File: config.mk
export PLATFORM = sky130hd
export DESIGN_NAME = positional_pid_quadratic_p
export DESIGN_NICKNAME = d
export VERILOG_FILES = /design/src/rtl/pqp_pkg.sv /design/src/rtl/positional_pid_quadratic_p.sv /design/src/rtl/pqp_mul.sv /design/src/rtl/pqp_seq.sv /design/src/rtl/pqp_datapath.sv
export SDC_FILE = /design/constraint.sdc
export NUM_CORES = 2
export LEC_CHECK = 0
export BUFFER_PORTS_ARGS = -buffer_cell sky130_fd_sc_hd__buf_2
export CORE_ASPECT_RATIO = 0.75
export CORE_MARGIN = 2
export CORE_UTILIZATION = 60
export DETAILED_ROUTE_END_ITERATION = 12
export MAX_ROUTING_LAYER = met4
export PLACE_DENSITY = 0.89
export SLEW_MARGIN = 20
export SYNTH_ARGS = -nofsm -noshare
export SYNTH_HDL_FRONTEND = slang
export SYNTH_HIERARCHICAL = 1
export SYNTH_SLANG_ARGS = --single-unit
File: constraint.sdc
create_clock -name clk -period 9 [get_ports clk]
set_input_delay 0.45 -clock clk [delete_from_list [all_inputs] [get_ports clk]]
set_output_delay 0.45 -clock clk [all_outputs]
set_load 0.01 [all_outputs]
File: src/rtl/pqp_pkg.sv
// ============================================================================
// pqp_pkg: shared types and constants for the quadratic-P positional PID
// Control word layout, sequencer codes, register indexes and the microcode
// program that drives the arithmetic datapath.
// ============================================================================
package pqp_pkg;

    // Fixed field widths
    localparam int GAIN_W     = 24;
    localparam int ILIM_W     = 24;
    localparam int DLIM_W     = 15;
    localparam int DRIVE_W    = 16;
    localparam int CFG_IDX_W  = 3;
    localparam int CFG_DATA_W = 24;
    localparam int STEP_W     = 4;

    // Configuration register indexes
    localparam logic [CFG_IDX_W-1:0] REG_QUAD_GAIN   = 3'd0;
    localparam logic [CFG_IDX_W-1:0] REG_PROP_GAIN   = 3'd1;
    localparam logic [CFG_IDX_W-1:0] REG_INTEG_GAIN  = 3'd2;
    localparam logic [CFG_IDX_W-1:0] REG_DERIV_GAIN  = 3'd3;
    localparam logic [CFG_IDX_W-1:0] REG_INTEG_LIMIT = 3'd4;
    localparam logic [CFG_IDX_W-1:0] REG_DRIVE_LIMIT = 3'd5;

    // Jump conditions
    localparam logic [1:0] JC_NEXT = 2'd0;  // fall through to the next step
    localparam logic [1:0] JC_IN   = 2'd1;  // advance once an item is taken
    localparam logic [1:0] JC_OUT  = 2'd2;  // jump to target once the output slot is free
    localparam logic [1:0] JC_GOTO = 2'd3;  // unconditional jump to target

    // Multiplier operand A selection
    localparam logic [2:0] A_ERR = 3'd0;
    localparam logic [2:0] A_QG  = 3'd1;
    localparam logic [2:0] A_KP  = 3'd2;
    localparam logic [2:0] A_KI  = 3'd3;
    localparam logic [2:0] A_KD  = 3'd4;

    // Multiplier operand B selection
    localparam logic [2:0] B_ERR  = 3'd0;
    localparam logic [2:0] B_E2LO = 3'd1;
    localparam logic [2:0] B_E2HI = 3'd2;
    localparam logic [2:0] B_ESUM = 3'd3;
    localparam logic [2:0] B_DIFF = 3'd4;

    // Magnitude accumulator operations
    localparam logic [1:0] MAG_HOLD   = 2'd0;
    localparam logic [1:0] MAG_LOAD   = 2'd1;
    localparam logic [1:0] MAG_ADD_HI = 2'd2;

    // Term sign sources
    localparam logic [1:0] SG_P = 2'd0;
    localparam logic [1:0] SG_Q = 2'd1;
    localparam logic [1:0] SG_I = 2'd2;
    localparam logic [1:0] SG_D = 2'd3;

    // Drive accumulator operations
    localparam logic [1:0] ACC_HOLD  = 2'd0;
    localparam logic [1:0] ACC_CLEAR = 2'd1;
    localparam logic [1:0] ACC_ADD   = 2'd2;

    // Program step addresses
    localparam logic [STEP_W-1:0] S_IDLE   = 4'd0;
    localparam logic [STEP_W-1:0] S_UPD    = 4'd1;
    localparam logic [STEP_W-1:0] S_SQ     = 4'd2;
    localparam logic [STEP_W-1:0] S_PROP   = 4'd3;
    localparam logic [STEP_W-1:0] S_QLO    = 4'd4;
    localparam logic [STEP_W-1:0] S_QHI    = 4'd5;
    localparam logic [STEP_W-1:0] S_INTEG  = 4'd6;
    localparam logic [STEP_W-1:0] S_DERIV  = 4'd7;
    localparam logic [STEP_W-1:0] S_TERM_D = 4'd8;
    localparam logic [STEP_W-1:0] S_SUM    = 4'd9;
    localparam logic [STEP_W-1:0] S_OUT    = 4'd10;

    typedef struct packed {
        logic [1:0]        jmp;
        logic [STEP_W-1:0] target;
        logic              in_rdy;
        logic [2:0]        a_sel;
        logic [2:0]        b_sel;
        logic              upd_en;
        logic              e2_en;
        logic [1:0]        mag_op;
        logic [1:0]        sign_sel;
        logic              term_en;
        logic [1:0]        acc_op;
        logic              out_ld;
    } ctrl_t;

    typedef struct packed {
        logic in_fire;
        logic out_free;
    } seq_stat_t;

    // The program. Products are registered in the multiplier, so each step from
    // S_SQ to S_DERIV consumes the product whose operands the previous step chose.
    function automatic ctrl_t ucode(input logic [STEP_W-1:0] step);
        ctrl_t cw;
        cw = '0;
        cw.jmp = JC_NEXT;
        case (step)
            S_IDLE:
            begin
                cw.in_rdy = 1'b1;
                cw.jmp    = JC_IN;
            end
            S_UPD:
            begin
                cw.upd_en = 1'b1;
                cw.a_sel  = A_ERR;
                cw.b_sel  = B_ERR;
            end
            S_SQ:
            begin
                cw.e2_en  = 1'b1;
                cw.a_sel  = A_KP;
                cw.b_sel  = B_ERR;
                cw.acc_op = ACC_CLEAR;
            end
            S_PROP:
            begin
                cw.a_sel    = A_QG;
                cw.b_sel    = B_E2LO;
                cw.mag_op   = MAG_LOAD;
                cw.sign_sel = SG_P;
            end
            S_QLO:
            begin
                cw.a_sel    = A_QG;
                cw.b_sel    = B_E2HI;
                cw.term_en  = 1'b1;
                cw.mag_op   = MAG_LOAD;
                cw.sign_sel = SG_Q;
            end
            S_QHI:
            begin
                cw.a_sel  = A_KI;
                cw.b_sel  = B_ESUM;
                cw.mag_op = MAG_ADD_HI;
                cw.acc_op = ACC_ADD;
            end
            S_INTEG:
            begin
                cw.a_sel    = A_KD;
                cw.b_sel    = B_DIFF;
                cw.term_en  = 1'b1;
                cw.mag_op   = MAG_LOAD;
                cw.sign_sel = SG_I;
            end
            S_DERIV:
            begin
                cw.term_en  = 1'b1;
                cw.mag_op   = MAG_LOAD;
                cw.sign_sel = SG_D;
                cw.acc_op   = ACC_ADD;
            end
            S_TERM_D:
            begin
                cw.term_en = 1'b1;
                cw.acc_op  = ACC_ADD;
            end
            S_SUM:
            begin
                cw.acc_op = ACC_ADD;
            end
            S_OUT:
            begin
                cw.out_ld = 1'b1;
                cw.jmp    = JC_OUT;
                cw.target = S_IDLE;
            end
            default:
            begin
                cw.jmp    = JC_GOTO;
                cw.target = S_IDLE;
            end
        endcase
        return cw;
    endfunction

endpackage

File: src/rtl/positional_pid_quadratic_p.sv
// ============================================================================
// positional_pid_quadratic_p: positional PID with a quadratic P term
// Top level: stream channels, configuration registers, output register,
// microcode sequencer and arithmetic datapath.
// ============================================================================
// Each input item on the s_ channel carries a target and a measured value; the
// block forms the error, updates the clamped integral and the previous error,
// and returns one drive item on the m_ channel:
//   drive = clamp(qg*e*|e| + kp*e + ki*integral + kd*(e - e_prev)),
// every product being floor-scaled by 2^GAIN_FRAC_BITS on its own.
// An item is taken while the sequencer sits in its idle step. The program then
// runs ten steps through one shared registered multiplier, forming six products
// (the quadratic term needs three) and accumulating the terms behind them, and
// takes the next item only once it has returned to its idle step. The result
// sits in an output register, so the next item is worked on while an earlier
// drive waits; on a stall the program holds in its final step until the output
// register has been emptied. Reset clears the gains, the limits, the integral
// and the previous error; an item can be taken as soon as reset is released.
// The user must write configuration only while no item is in flight; the
// block itself does not enforce it.
//
module positional_pid_quadratic_p #(
    parameter int DATA_WIDTH     = 16,
    parameter int GAIN_FRAC_BITS = 16
) (
    input  logic                                clk,
    input  logic                                rst_n,
    // Input items
    input  logic                                s_tvalid,
    output logic                                s_tready,
    // s_tdata, from bit 0: target_value, measured_value, zero padding
    input  logic [((2*DATA_WIDTH+7)/8)*8-1:0]   s_tdata,
    // Result items
    output logic                                m_tvalid,
    input  logic                                m_tready,
    // m_tdata, from bit 0: drive
    output logic [pqp_pkg::DRIVE_W-1:0]         m_tdata,
    // Configuration writes
    input  logic                                cfg_we,
    input  logic [pqp_pkg::CFG_IDX_W-1:0]       cfg_index,
    input  logic [pqp_pkg::CFG_DATA_W-1:0]      cfg_wdata
);

    localparam int GW = pqp_pkg::GAIN_W;

    // Configuration registers
    logic signed [GW-1:0]           quad_gain_reg, prop_gain_reg;
    logic signed [GW-1:0]           integ_gain_reg, deriv_gain_reg;
    logic [pqp_pkg::ILIM_W-1:0]     integ_limit_reg;
    logic [pqp_pkg::DLIM_W-1:0]     drive_limit_reg;

    // Output register
    logic                           m_tvalid_reg, m_tvalid_next;
    logic [pqp_pkg::DRIVE_W-1:0]    m_tdata_reg, m_tdata_next;

    pqp_pkg::ctrl_t                 cw;
    pqp_pkg::seq_stat_t             stat;
    logic [pqp_pkg::STEP_W-1:0]     step;
    logic signed [DATA_WIDTH-1:0]   target_value, measured_value;
    logic signed [pqp_pkg::DRIVE_W-1:0] drive;
    logic                           in_fire, out_free, out_load;

    assign target_value   = s_tdata[DATA_WIDTH-1:0];
    assign measured_value = s_tdata[2*DATA_WIDTH-1:DATA_WIDTH];

    // An item is taken only in the idle step of the program.
    assign s_tready      = cw.in_rdy;
    assign in_fire       = s_tvalid && s_tready;
    assign out_free      = !m_tvalid_reg || m_tready;
    assign out_load      = cw.out_ld && out_free;
    assign stat.in_fire  = in_fire;
    assign stat.out_free = out_free;

    pqp_seq u_seq (
        .clk   (clk),
        .rst_n (rst_n),
        .stat  (stat),
        .cw    (cw),
        .step  (step)
    );

    pqp_datapath #(
        .DATA_WIDTH     (DATA_WIDTH),
        .GAIN_FRAC_BITS (GAIN_FRAC_BITS)
    ) u_datapath (
        .clk            (clk),
        .rst_n          (rst_n),
        .cw             (cw),
        .in_fire        (in_fire),
        .target_value   (target_value),
        .measured_value (measured_value),
        .quad_gain      (quad_gain_reg),
        .prop_gain      (prop_gain_reg),
        .integ_gain     (integ_gain_reg),
        .deriv_gain     (deriv_gain_reg),
        .integ_limit    (integ_limit_reg),
        .drive_limit    (drive_limit_reg),
        .drive          (drive)
    );

    // Configuration writes; indexes beyond the register list are ignored.
    always_ff @(posedge clk or negedge rst_n)
    begin
        if (!rst_n)
        begin
            quad_gain_reg   <= '0;
            prop_gain_reg   <= '0;
            integ_gain_reg  <= '0;
            deriv_gain_reg  <= '0;
            integ_limit_reg <= '0;
            drive_limit_reg <= '0;
        end
        else if (cfg_we)
        begin
            case (cfg_index)
                pqp_pkg::REG_QUAD_GAIN:   quad_gain_reg   <= cfg_wdata;
                pqp_pkg::REG_PROP_GAIN:   prop_gain_reg   <= cfg_wdata;
                pqp_pkg::REG_INTEG_GAIN:  integ_gain_reg  <= cfg_wdata;
                pqp_pkg::REG_DERIV_GAIN:  deriv_gain_reg  <= cfg_wdata;
                pqp_pkg::REG_INTEG_LIMIT: integ_limit_reg <= cfg_wdata;
                pqp_pkg::REG_DRIVE_LIMIT: drive_limit_reg <= cfg_wdata[pqp_pkg::DLIM_W-1:0];
                default:
                begin
                end
            endcase
        end
    end

    // The output register is refilled only once its previous item has gone.
    always_comb
    begin
        m_tdata_next  = out_load ? drive : m_tdata_reg;
        if (out_load)
        begin
            m_tvalid_next = 1'b1;
        end
        else if (m_tready)
        begin
            m_tvalid_next = 1'b0;
        end
        else
        begin
            m_tvalid_next = m_tvalid_reg;
        end
    end

    always_ff @(posedge clk or negedge rst_n)
    begin
        if (!rst_n)
        begin
            m_tvalid_reg <= 1'b0;
        end
        else
        begin
            m_tvalid_reg <= m_tvalid_next;
        end
    end

    always_ff @(posedge clk)
    begin
        m_tdata_reg <= m_tdata_next;
    end

    assign m_tvalid = m_tvalid_reg;
    assign m_tdata  = m_tdata_reg;

    // ------------------------------------------------------------------------
    // Assertions
    // ------------------------------------------------------------------------

    // A delivered drive always lies within the configured drive limit.
    a_drive_in_limit : assert property (@(posedge clk) disable iff (!rst_n)
        m_tvalid |-> (($signed(m_tdata) <= $signed({1'b0, drive_limit_reg})) &&
                      ($signed(m_tdata) >= -$signed({1'b0, drive_limit_reg}))))
        else $error("drive item outside the drive limit");

    // Once an item is taken the block is busy with it in the next cycle.
    a_busy_after_accept : assert property (@(posedge clk) disable iff (!rst_n)
        (s_tvalid && s_tready) |=> !s_tready)
        else $error("item accepted while the previous one is still at work");

    // The program must not leave its final step while the output is blocked.
    a_hold_on_stall : assert property (@(posedge clk) disable iff (!rst_n)
        (step == pqp_pkg::S_OUT && m_tvalid && !m_tready) |=> (step == pqp_pkg::S_OUT))
        else $error("sequencer left the output step during a stall");

    // A new result appears only from the output step.
    a_valid_from_out_step : assert property (@(posedge clk) disable iff (!rst_n)
        $rose(m_tvalid) |-> ($past(step) == pqp_pkg::S_OUT))
        else $error("result item raised outside the output step");

endmodule

File: src/rtl/pqp_mul.sv
// ============================================================================
// pqp_mul: shared unsigned multiplier
// One registered magnitude product per cycle.
// ============================================================================
module pqp_mul #(
    parameter int A_W = 24,
    parameter int B_W = 24
) (
    input  logic                 clk,
    input  logic [A_W-1:0]       a,
    input  logic [B_W-1:0]       b,
    output logic [A_W+B_W-1:0]   p
);

    logic [A_W+B_W-1:0] p_reg;
    logic [A_W+B_W-1:0] p_next;

    assign p_next = (A_W+B_W)'(a) * (A_W+B_W)'(b);
    assign p      = p_reg;

    always_ff @(posedge clk)
    begin
        p_reg <= p_next;
    end

endmodule

File: src/rtl/pqp_seq.sv
// ============================================================================
// pqp_seq: microcode sequencer
// Step counter, program table lookup and conditional jumps.
// ============================================================================
module pqp_seq (
    input  logic                        clk,
    input  logic                        rst_n,
    input  pqp_pkg::seq_stat_t          stat,
    output pqp_pkg::ctrl_t              cw,
    output logic [pqp_pkg::STEP_W-1:0]  step
);

    logic [pqp_pkg::STEP_W-1:0] step_reg;
    logic [pqp_pkg::STEP_W-1:0] step_next;

    assign cw   = pqp_pkg::ucode(step_reg);
    assign step = step_reg;

    always_comb
    begin
        case (cw.jmp)
            pqp_pkg::JC_NEXT: step_next = step_reg + 1'b1;
            pqp_pkg::JC_IN:   step_next = stat.in_fire ? step_reg + 1'b1 : step_reg;
            pqp_pkg::JC_OUT:  step_next = stat.out_free ? cw.target : step_reg;
            default:          step_next = cw.target;
        endcase
    end

    always_ff @(posedge clk or negedge rst_n)
    begin
        if (!rst_n)
        begin
            step_reg <= pqp_pkg::S_IDLE;
        end
        else
        begin
            step_reg <= step_next;
        end
    end

endmodule

File: src/rtl/pqp_datapath.sv
// ============================================================================
// pqp_datapath: arithmetic datapath of the controller
// Error, clamped integral, operand selection for the shared multiplier,
// magnitude accumulation, capping, scaling and the drive clamp.
// ============================================================================
module pqp_datapath #(
    parameter int DATA_WIDTH     = 16,
    parameter int GAIN_FRAC_BITS = 16
) (
    input  logic                                 clk,
    input  logic                                 rst_n,
    input  pqp_pkg::ctrl_t                       cw,
    input  logic                                 in_fire,
    input  logic signed [DATA_WIDTH-1:0]         target_value,
    input  logic signed [DATA_WIDTH-1:0]         measured_value,
    input  logic signed [pqp_pkg::GAIN_W-1:0]    quad_gain,
    input  logic signed [pqp_pkg::GAIN_W-1:0]    prop_gain,
    input  logic signed [pqp_pkg::GAIN_W-1:0]    integ_gain,
    input  logic signed [pqp_pkg::GAIN_W-1:0]    deriv_gain,
    input  logic [pqp_pkg::ILIM_W-1:0]           integ_limit,
    input  logic [pqp_pkg::DLIM_W-1:0]           drive_limit,
    output logic signed [pqp_pkg::DRIVE_W-1:0]   drive
);

    localparam int GW     = pqp_pkg::GAIN_W;
    localparam int ERR_W  = DATA_WIDTH + 1;
    localparam int DIFF_W = DATA_WIDTH + 2;
    localparam int MW     = (DATA_WIDTH + 1 > GW) ? DATA_WIDTH + 1 : GW;
    localparam int P_W    = 2 * MW;
    localparam int ES_W   = (DATA_WIDTH + 1 > pqp_pkg::ILIM_W) ? DATA_WIDTH + 3 : 26;
    localparam int MAG_W  = (GW + 2 * DATA_WIDTH > 63) ? GW + 2 * DATA_WIDTH : 63;
    localparam int SUM_W  = 66 - GAIN_FRAC_BITS;
    localparam logic [MAG_W-1:0] CAP = {{(MAG_W-1){1'b0}}, 1'b1} << 62;

    logic signed [ERR_W-1:0]  err_reg, err_next;
    logic signed [ERR_W-1:0]  last_err_reg, last_err_next;
    logic signed [ES_W-1:0]   esum_reg, esum_next;
    logic signed [DIFF_W-1:0] diff_reg, diff_next;
    logic [P_W-1:0]           e2_reg, e2_next;
    logic [MAG_W-1:0]         mag_reg, mag_next;
    logic                     sign_reg, sign_next;
    logic signed [SUM_W-1:0]  term_reg, term_next;
    logic signed [SUM_W-1:0]  acc_reg, acc_next;

    logic [ERR_W-1:0]         abs_err;
    logic [ES_W-1:0]          abs_esum;
    logic [DIFF_W-1:0]        abs_diff;
    logic [GW-1:0]            mag_qg, mag_kp, mag_ki, mag_kd;
    logic [MW-1:0]            mul_a;
    logic [MW-1:0]            mul_b;
    logic [P_W-1:0]           prod;
    logic signed [ES_W-1:0]   esum_sum, ilim_s, nilim_s;
    logic [MAG_W-1:0]         capped;
    logic signed [MAG_W:0]    sterm, shifted;
    logic signed [SUM_W-1:0]  dlim_s, ndlim_s;

    pqp_mul #(
        .A_W (MW),
        .B_W (MW)
    ) u_mul (
        .clk (clk),
        .a   (mul_a),
        .b   (mul_b),
        .p   (prod)
    );

    always_comb
    begin
        // Magnitudes feeding the multiplier
        abs_err  = err_reg[ERR_W-1] ? ERR_W'(-err_reg) : ERR_W'(err_reg);
        abs_esum = esum_reg[ES_W-1] ? ES_W'(-esum_reg) : ES_W'(esum_reg);
        abs_diff = diff_reg[DIFF_W-1] ? DIFF_W'(-diff_reg) : DIFF_W'(diff_reg);
        mag_qg   = quad_gain[GW-1] ? GW'(-quad_gain) : GW'(quad_gain);
        mag_kp   = prop_gain[GW-1] ? GW'(-prop_gain) : GW'(prop_gain);
        mag_ki   = integ_gain[GW-1] ? GW'(-integ_gain) : GW'(integ_gain);
        mag_kd   = deriv_gain[GW-1] ? GW'(-deriv_gain) : GW'(deriv_gain);

        case (cw.a_sel)
            pqp_pkg::A_ERR: mul_a = MW'(abs_err);
            pqp_pkg::A_QG:  mul_a = MW'(mag_qg);
            pqp_pkg::A_KP:  mul_a = MW'(mag_kp);
            pqp_pkg::A_KI:  mul_a = MW'(mag_ki);
            pqp_pkg::A_KD:  mul_a = MW'(mag_kd);
            default:        mul_a = '0;
        endcase

        case (cw.b_sel)
            pqp_pkg::B_ERR:  mul_b = MW'(abs_err);
            pqp_pkg::B_E2LO: mul_b = e2_reg[MW-1:0];
            pqp_pkg::B_E2HI: mul_b = MW'(e2_reg[P_W-1:MW]);
            pqp_pkg::B_ESUM: mul_b = MW'(abs_esum);
            pqp_pkg::B_DIFF: mul_b = MW'(abs_diff);
            default:         mul_b = '0;
        endcase

        // Error capture on an accepted item
        err_next = in_fire ? ERR_W'(target_value) - ERR_W'(measured_value) : err_reg;

        // Integral update with symmetric clamp, derivative difference
        ilim_s   = $signed({{(ES_W-pqp_pkg::ILIM_W){1'b0}}, integ_limit});
        nilim_s  = -ilim_s;
        esum_sum = esum_reg + ES_W'(err_reg);
        esum_next     = esum_reg;
        diff_next     = diff_reg;
        last_err_next = last_err_reg;
        if (cw.upd_en)
        begin
            if (esum_sum > ilim_s)
            begin
                esum_next = ilim_s;
            end
            else if (esum_sum < nilim_s)
            begin
                esum_next = nilim_s;
            end
            else
            begin
                esum_next = esum_sum;
            end
            diff_next     = DIFF_W'(err_reg) - DIFF_W'(last_err_reg);
            last_err_next = err_reg;
        end

        e2_next = cw.e2_en ? prod : e2_reg;

        // Magnitude of the current term; the quadratic term arrives in two halves
        case (cw.mag_op)
            pqp_pkg::MAG_LOAD:   mag_next = MAG_W'(prod);
            pqp_pkg::MAG_ADD_HI: mag_next = mag_reg + (MAG_W'(prod) << MW);
            default:             mag_next = mag_reg;
        endcase

        sign_next = sign_reg;
        if (cw.mag_op == pqp_pkg::MAG_LOAD)
        begin
            case (cw.sign_sel)
                pqp_pkg::SG_P: sign_next = prop_gain[GW-1] ^ err_reg[ERR_W-1];
                pqp_pkg::SG_Q: sign_next = quad_gain[GW-1] ^ err_reg[ERR_W-1];
                pqp_pkg::SG_I: sign_next = integ_gain[GW-1] ^ esum_reg[ES_W-1];
                default:       sign_next = deriv_gain[GW-1] ^ diff_reg[DIFF_W-1];
            endcase
        end

        // Cap the magnitude, apply the sign, then floor-scale by the gain fraction
        capped    = (mag_reg > CAP) ? CAP : mag_reg;
        sterm     = sign_reg ? -$signed({1'b0, capped}) : $signed({1'b0, capped});
        shifted   = sterm >>> GAIN_FRAC_BITS;
        term_next = cw.term_en ? shifted[SUM_W-1:0] : term_reg;

        case (cw.acc_op)
            pqp_pkg::ACC_CLEAR: acc_next = '0;
            pqp_pkg::ACC_ADD:   acc_next = acc_reg + term_reg;
            default:            acc_next = acc_reg;
        endcase

        // Drive clamp
        dlim_s  = $signed({{(SUM_W-pqp_pkg::DLIM_W){1'b0}}, drive_limit});
        ndlim_s = -dlim_s;
        if (acc_reg > dlim_s)
        begin
            drive = dlim_s[pqp_pkg::DRIVE_W-1:0];
        end
        else if (acc_reg < ndlim_s)
        begin
            drive = ndlim_s[pqp_pkg::DRIVE_W-1:0];
        end
        else
        begin
            drive = acc_reg[pqp_pkg::DRIVE_W-1:0];
        end
    end

    always_ff @(posedge clk or negedge rst_n)
    begin
        if (!rst_n)
        begin
            esum_reg     <= '0;
            last_err_reg <= '0;
        end
        else
        begin
            esum_reg     <= esum_next;
            last_err_reg <= last_err_next;
        end
    end

    always_ff @(posedge clk)
    begin
        err_reg  <= err_next;
        diff_reg <= diff_next;
        e2_reg   <= e2_next;
        mag_reg  <= mag_next;
        sign_reg <= sign_next;
        term_reg <= term_next;
        acc_reg  <= acc_next;
    end

endmodule

# Word level (Yosys, flattened, before mapping)
# Cells that the tools add are included.
[classes]
magnitude_cmp = 5
mul = 1
bitwise = 4
n_reduce_logical = 24
n_addsub = 16
n_eq_ne = 33
n_mux = 33
[ops]
columns = ["op", "count"]
rows = [
  ["case mux 24 bit (5 select lines)", 2],
  ["case mux 63 bit (2 select lines)", 1],
  ["two-way mux 24 bit", 5],
  ["negator 24 bit", 5],
  ["case mux 50 bit (2 select lines)", 1],
  ["two-way mux 64 bit", 1],
  ["negator 63 -> 64 bit", 1],
  ["adder 63 bit", 1],
  ["greater-than comparator 63 bit (second input constant)", 1],
  ["two-way mux 63 bit", 1],
  ["two-way mux 26 bit", 2],
  ["adder 50 x 48 -> 50 bit", 1],
  ["greater-than comparator 50 x 16 -> 1 bit", 1],
  ["less-than comparator 50 bit", 1],
  ["negator 15 -> 50 bit", 1],
  ["multiplier 24 x 24 -> 48 bit", 1],
  ["case mux 6 bit (5 select lines)", 1],
  ["adder 26 x 17 -> 26 bit", 1],
  ["greater-than comparator 26 x 25 -> 1 bit", 1],
  ["less-than comparator 26 bit", 1],
  ["negator 24 -> 26 bit", 1],
  ["equality test 3 x 2 -> 1 bit (second input constant)", 6],
  ["two-way mux 18 bit", 1],
  ["negator 18 bit", 1],
  ["other kinds (34)", 77],
]
[word_totals]
ff_bits = 492
input_bits = 64
word_cells = 136

# Longest topological paths before layout
[depth]
depth_word = 6
ltp_mapped = 38

# By module
# The synthesis kept the hierarchy.
[modules_own_cells]
columns = ["module", "cells_each", "n_inst", "area_each_um2", "seq_area_each_um2"]
rows = [
  ["pqp_datapath", 3012, 1, 26873.3, 8433.1],
  ["pqp_mul", 2250, 1, 20073.0, 960.9],
  ["positional_pid_quadratic_p", 312, 1, 5836.8, 3883.7],
  ["pqp_seq", 70, 1, 545.5, 100.1],
]

# Worst setup path before layout
# Ideal clock, no wire load.
[synth_path]
path_kind = "reg2reg"
startpoint = "reg u_seq.step_reg, in the netlist u_seq/step[0]"
endpoint = "reg u_datapath.u_mul.p_reg[44] (netlist: u_datapath/u_mul/p[44])"
t_required_ns = 8.877
slack_ns = -0.580
t_arrival_ns = 9.457
path_stages_with_launch = 36
path_cell_list = "dfrtp_1 > inv_1 > ha_1 > buf_2 > and2_1 > or2_1 > or3b_2 > clkbuf_1 > clkbuf_1 > o22ai_1 > a21oi_1 > o21ai_0 > clkbuf_1 > nand2_1 > fa_1 > inv_1 > fa_1 > inv_1 > fa_1 > fa_1 > inv_1 > fa_1 > fa_1 > inv_1 > fa_1 > inv_1 > ha_1 > clkbuf_1 > a211o_1 > a21o_1 > a21oi_1 > o221a_2 > o21ai_1 > a311oi_2 > o21ai_1 > xor2_1"
[synth_rtl]
columns = ["element", "line_no", "source"]
rows = [
  ["from (decl)", "pqp_seq.sv:13", "logic [pqp_pkg::STEP_W-1:0] step_reg;"],
  ["from (signal assigned)", "pqp_seq.sv:33", "step_reg <= pqp_pkg::S_IDLE;"],
  ["from (signal assigned)", "pqp_seq.sv:37", "step_reg <= step_next;"],
  ["to (signal assigned)", "pqp_mul.sv:23", "p_reg <= p_next;"],
  ["to (decl)", "pqp_mul.sv:15", "logic [A_W+B_W-1:0] p_reg;"],
]

# Worst setup path in the final report
[layout_path]
startpoint = "reg u_datapath.esum_reg[4]"
endpoint = "reg u_datapath.u_mul.p_reg[44] (netlist: u_datapath/u_mul/p[44])"
[layout_between]
elab_chain_cells = 4
[layout_lines]
columns = ["element", "line_no", "source"]
rows = [
  ["from (decl)", "pqp_datapath.sv:37", "logic signed [ES_W-1:0] esum_reg, esum_next;"],
  ["from (signal assigned)", "pqp_datapath.sv:182", "esum_reg <= esum_next;"],
  ["negator 24 bit", "pqp_datapath.sv:71", "abs_esum = esum_reg[ES_W-1] ? ES_W'(-esum_reg) : ES_W'(esum_reg);"],
  ["two-way mux 24 bit", "pqp_datapath.sv:71", ""],
  ["case mux 24 bit (5 select lines)", "pqp_datapath.sv:87", "case (cw.b_sel)"],
  ["named net u_datapath.mul_b[20]", "pqp_datapath.sv:50", "logic [MW-1:0] mul_b;"],
  ["multiplier 24 x 24 -> 48 bit", "pqp_mul.sv:18", "assign p_next = (A_W+B_W)'(a) * (A_W+B_W)'(b);"],
  ["named net u_datapath.u_mul.p_next[44]", "pqp_mul.sv:16", "logic [A_W+B_W-1:0] p_next;"],
]
# The timed path passes the listed nets, and every way through them passes these cells.
# A chain may end at the register's enable or synchronous reset.

==> flow_summary.ini <==
[outcome]
status = finished, violations left
violations = setup timing

[die]
pin_count = 82
num_rows = 94
die_area_um2 = 91220
start_util_pct = 60.64
die_w_um = 348.1
die_h_um = 262.1
fp.coreArea_um2 = 87860

[cts]
cts_tree = yes
clk_latency_ns = 0.62
cts-root-buf = clkbuf_16
cts_num_sinks = 492
clock_path_buffers = 3
cts_buffers = 50
clk_pin_slew_ns = 0.07
cts-htree-levels = 2

[sta]
hold_violations = 0
rsz0062_at_grt = true
fmax_mhz = 107.2
worst_slack_ns = -0.3275
min_period_ns = 9.328
slew-limit-headroom_pct = 24.27
fin_crit_sh_pct = 103.6
setup_viol = 20
tightest_slew_ns = 1.128
clock_skew_ns = 0.03402
drv_slew = 0

[routing]
wirelength_um = 161800
via_per_inst = 6.244
vias = 44370
wl_per_cell_um = 22.77
drtIter0Drc = 5513
post-route-drc-count = 0
first_pass_iters = 6
drt.antenna.violating_nets = 0

[synth]
syn-cell-area_um2 = 53280
avgSynthCellArea_um2 = 9.453
netlist_instances = 5636
ys.warnings.count = 6
synth_nets = 6632

[final_layout]
layout.nets = 6907
syn_to_final_growth_pct = 13.54
drive_gt1_share_pct = 16.60
final_util_pct = 68.85
fillers = 6362
fin_area_um2 = 60490
largest_register_ffs = 63

[global_routing]
grt_first_pass_wirelength_um = 249000
track_usage_pct = 36.14
grt_max_degree = 110
antenna_found_initial = 2
gr-total-overflow = 0
grt_pass1_vias = 43950

[worst_hold_path]
hp-class = in2reg
holdPathStages = 2
holdPathEnd = quad_gain_reg[23]
hp-start = cfg_wdata[23]

[critical_path]
critical_path.most_common_cell = fa_1
rr_endpoint = u_datapath/u_mul/p[44]
rr_worst_depth = 36
critPathKind = reg2reg
cp-start-kind = register
required_ns = 9.48
cp_max_fo = 8
cp_data_arrival_time_ns = 9.81
cp-end-kind = register
cp_slowest_cell = or4_4
cpPeakStageDelay_ns = 0.57
rrSetupSlack_ns = -0.33
r2r_start = u_datapath/esum_reg[4]

[placement]
dpl_cell_area_um2 = 57400
gp_congestion = 1.044
preCtsSetupSlack_ns = -0.4871
hpwl_um = 122900
io_buffers = 81

[job]
drv_cap = 0
-- placed cells by master (no fill, tap or decap), drive strengths merged, types with 34 or more instances in the layout --
cell / n
nor3: 66
nand4: 56
o31ai: 65
mux2i: 46
buf: 461
or3: 37
a21o: 106
dfxtp: 48
dfrtp: 183
xnor2: 198
xor2: 169
nand2: 539
o21ai: 217
nor2: 277
mux2: 177
ha: 445
o41ai: 34
clkbuf: 67
o22ai: 39
or4: 36
inv: 765
fa: 487
nand2b: 41
a21oi: 215
and2: 342
nand3: 72
edfxtp: 261
nor2b: 60
-- through the flow --
step                std cells  setup TNS, ns  hold WS (ns)
floorplan                5636              0        0.1544
global placement         6967         -2.820        0.4832
detailed placement       6967         -4.856        0.4742
CTS                      7084         -3.350        0.1552
global route             7104         -9.937        0.1725
finish                   7105         -3.831        0.1759
-- critical path: cells and delay by family (launching register included) --
family                     cells  cell delay, ns
AOI/OAI and AO/OA              9            1.47
xor gates and xnor gates       2            0.25
adders and majority gates      8            3.73
buffers and inverters          8            0.93
DFF                            1            0.39
and+or+nand+nor                9            2.41
-- repair_timing --
item | in CTS | in global routing
pin swaps | 73 | 136
buffers inserted | 24 | 19
endpoints found under the setup margin | 22 | 27
hold endpoints to repair | 19 | 0
hold buffers | 1 | 0
resized for setup | 95 | 144
-- layout make-up --
cell class	count	area [um2]	area share [%]
Tap cell	1152	1441	2.383
Inverter	765	2873	4.749
Clock inverter	28	226.5	0.3744
Clock buffer	65	1389	2.296
Timing Repair Buffer	464	3916	6.474
Antenna cell	1	2.502	0.004137
Sequential cell	492	13380	22.12
Multi-Input combinational cell	4138	37260	61.60
-- per-layer routing --
layer	up-vias	global-route usage [%]	routed length, um
met5	-	-	0
met4	0	11.40	6128
met3	411	6.753	17750
met2	2469	54.35	71570
met1	21920	49.76	66350
li1	19570	-	-
-- worst max-delay path by stage --
stage | slack (ns) | start | depth (start not counted) | endpoint
2_1_floorplan | 0.005 | u_datapath/esum_reg[2] | 34 | u_datapath/u_mul/p[43]
3_3_place_gp | -0.37 | u_datapath/esum_reg[2] | 34 | u_datapath/u_mul/p[43]
3_5_place_dp | -0.49 | u_datapath/esum_reg[2] | 34 | u_datapath/u_mul/p[43]
4_1_cts | -0.31 | u_datapath/esum_reg[2] | 34 | u_datapath/u_mul/p[44]
5_1_grt | -0.63 | u_datapath/esum_reg[4] | 36 | u_datapath/u_mul/p[44]
6_report | -0.33 | u_datapath/esum_reg[4] | 36 | u_datapath/u_mul/p[44]
Power is left out: the tool's default activity adds up to more than one toggle a clock period on the data nets, which glitch-free logic cannot reach.
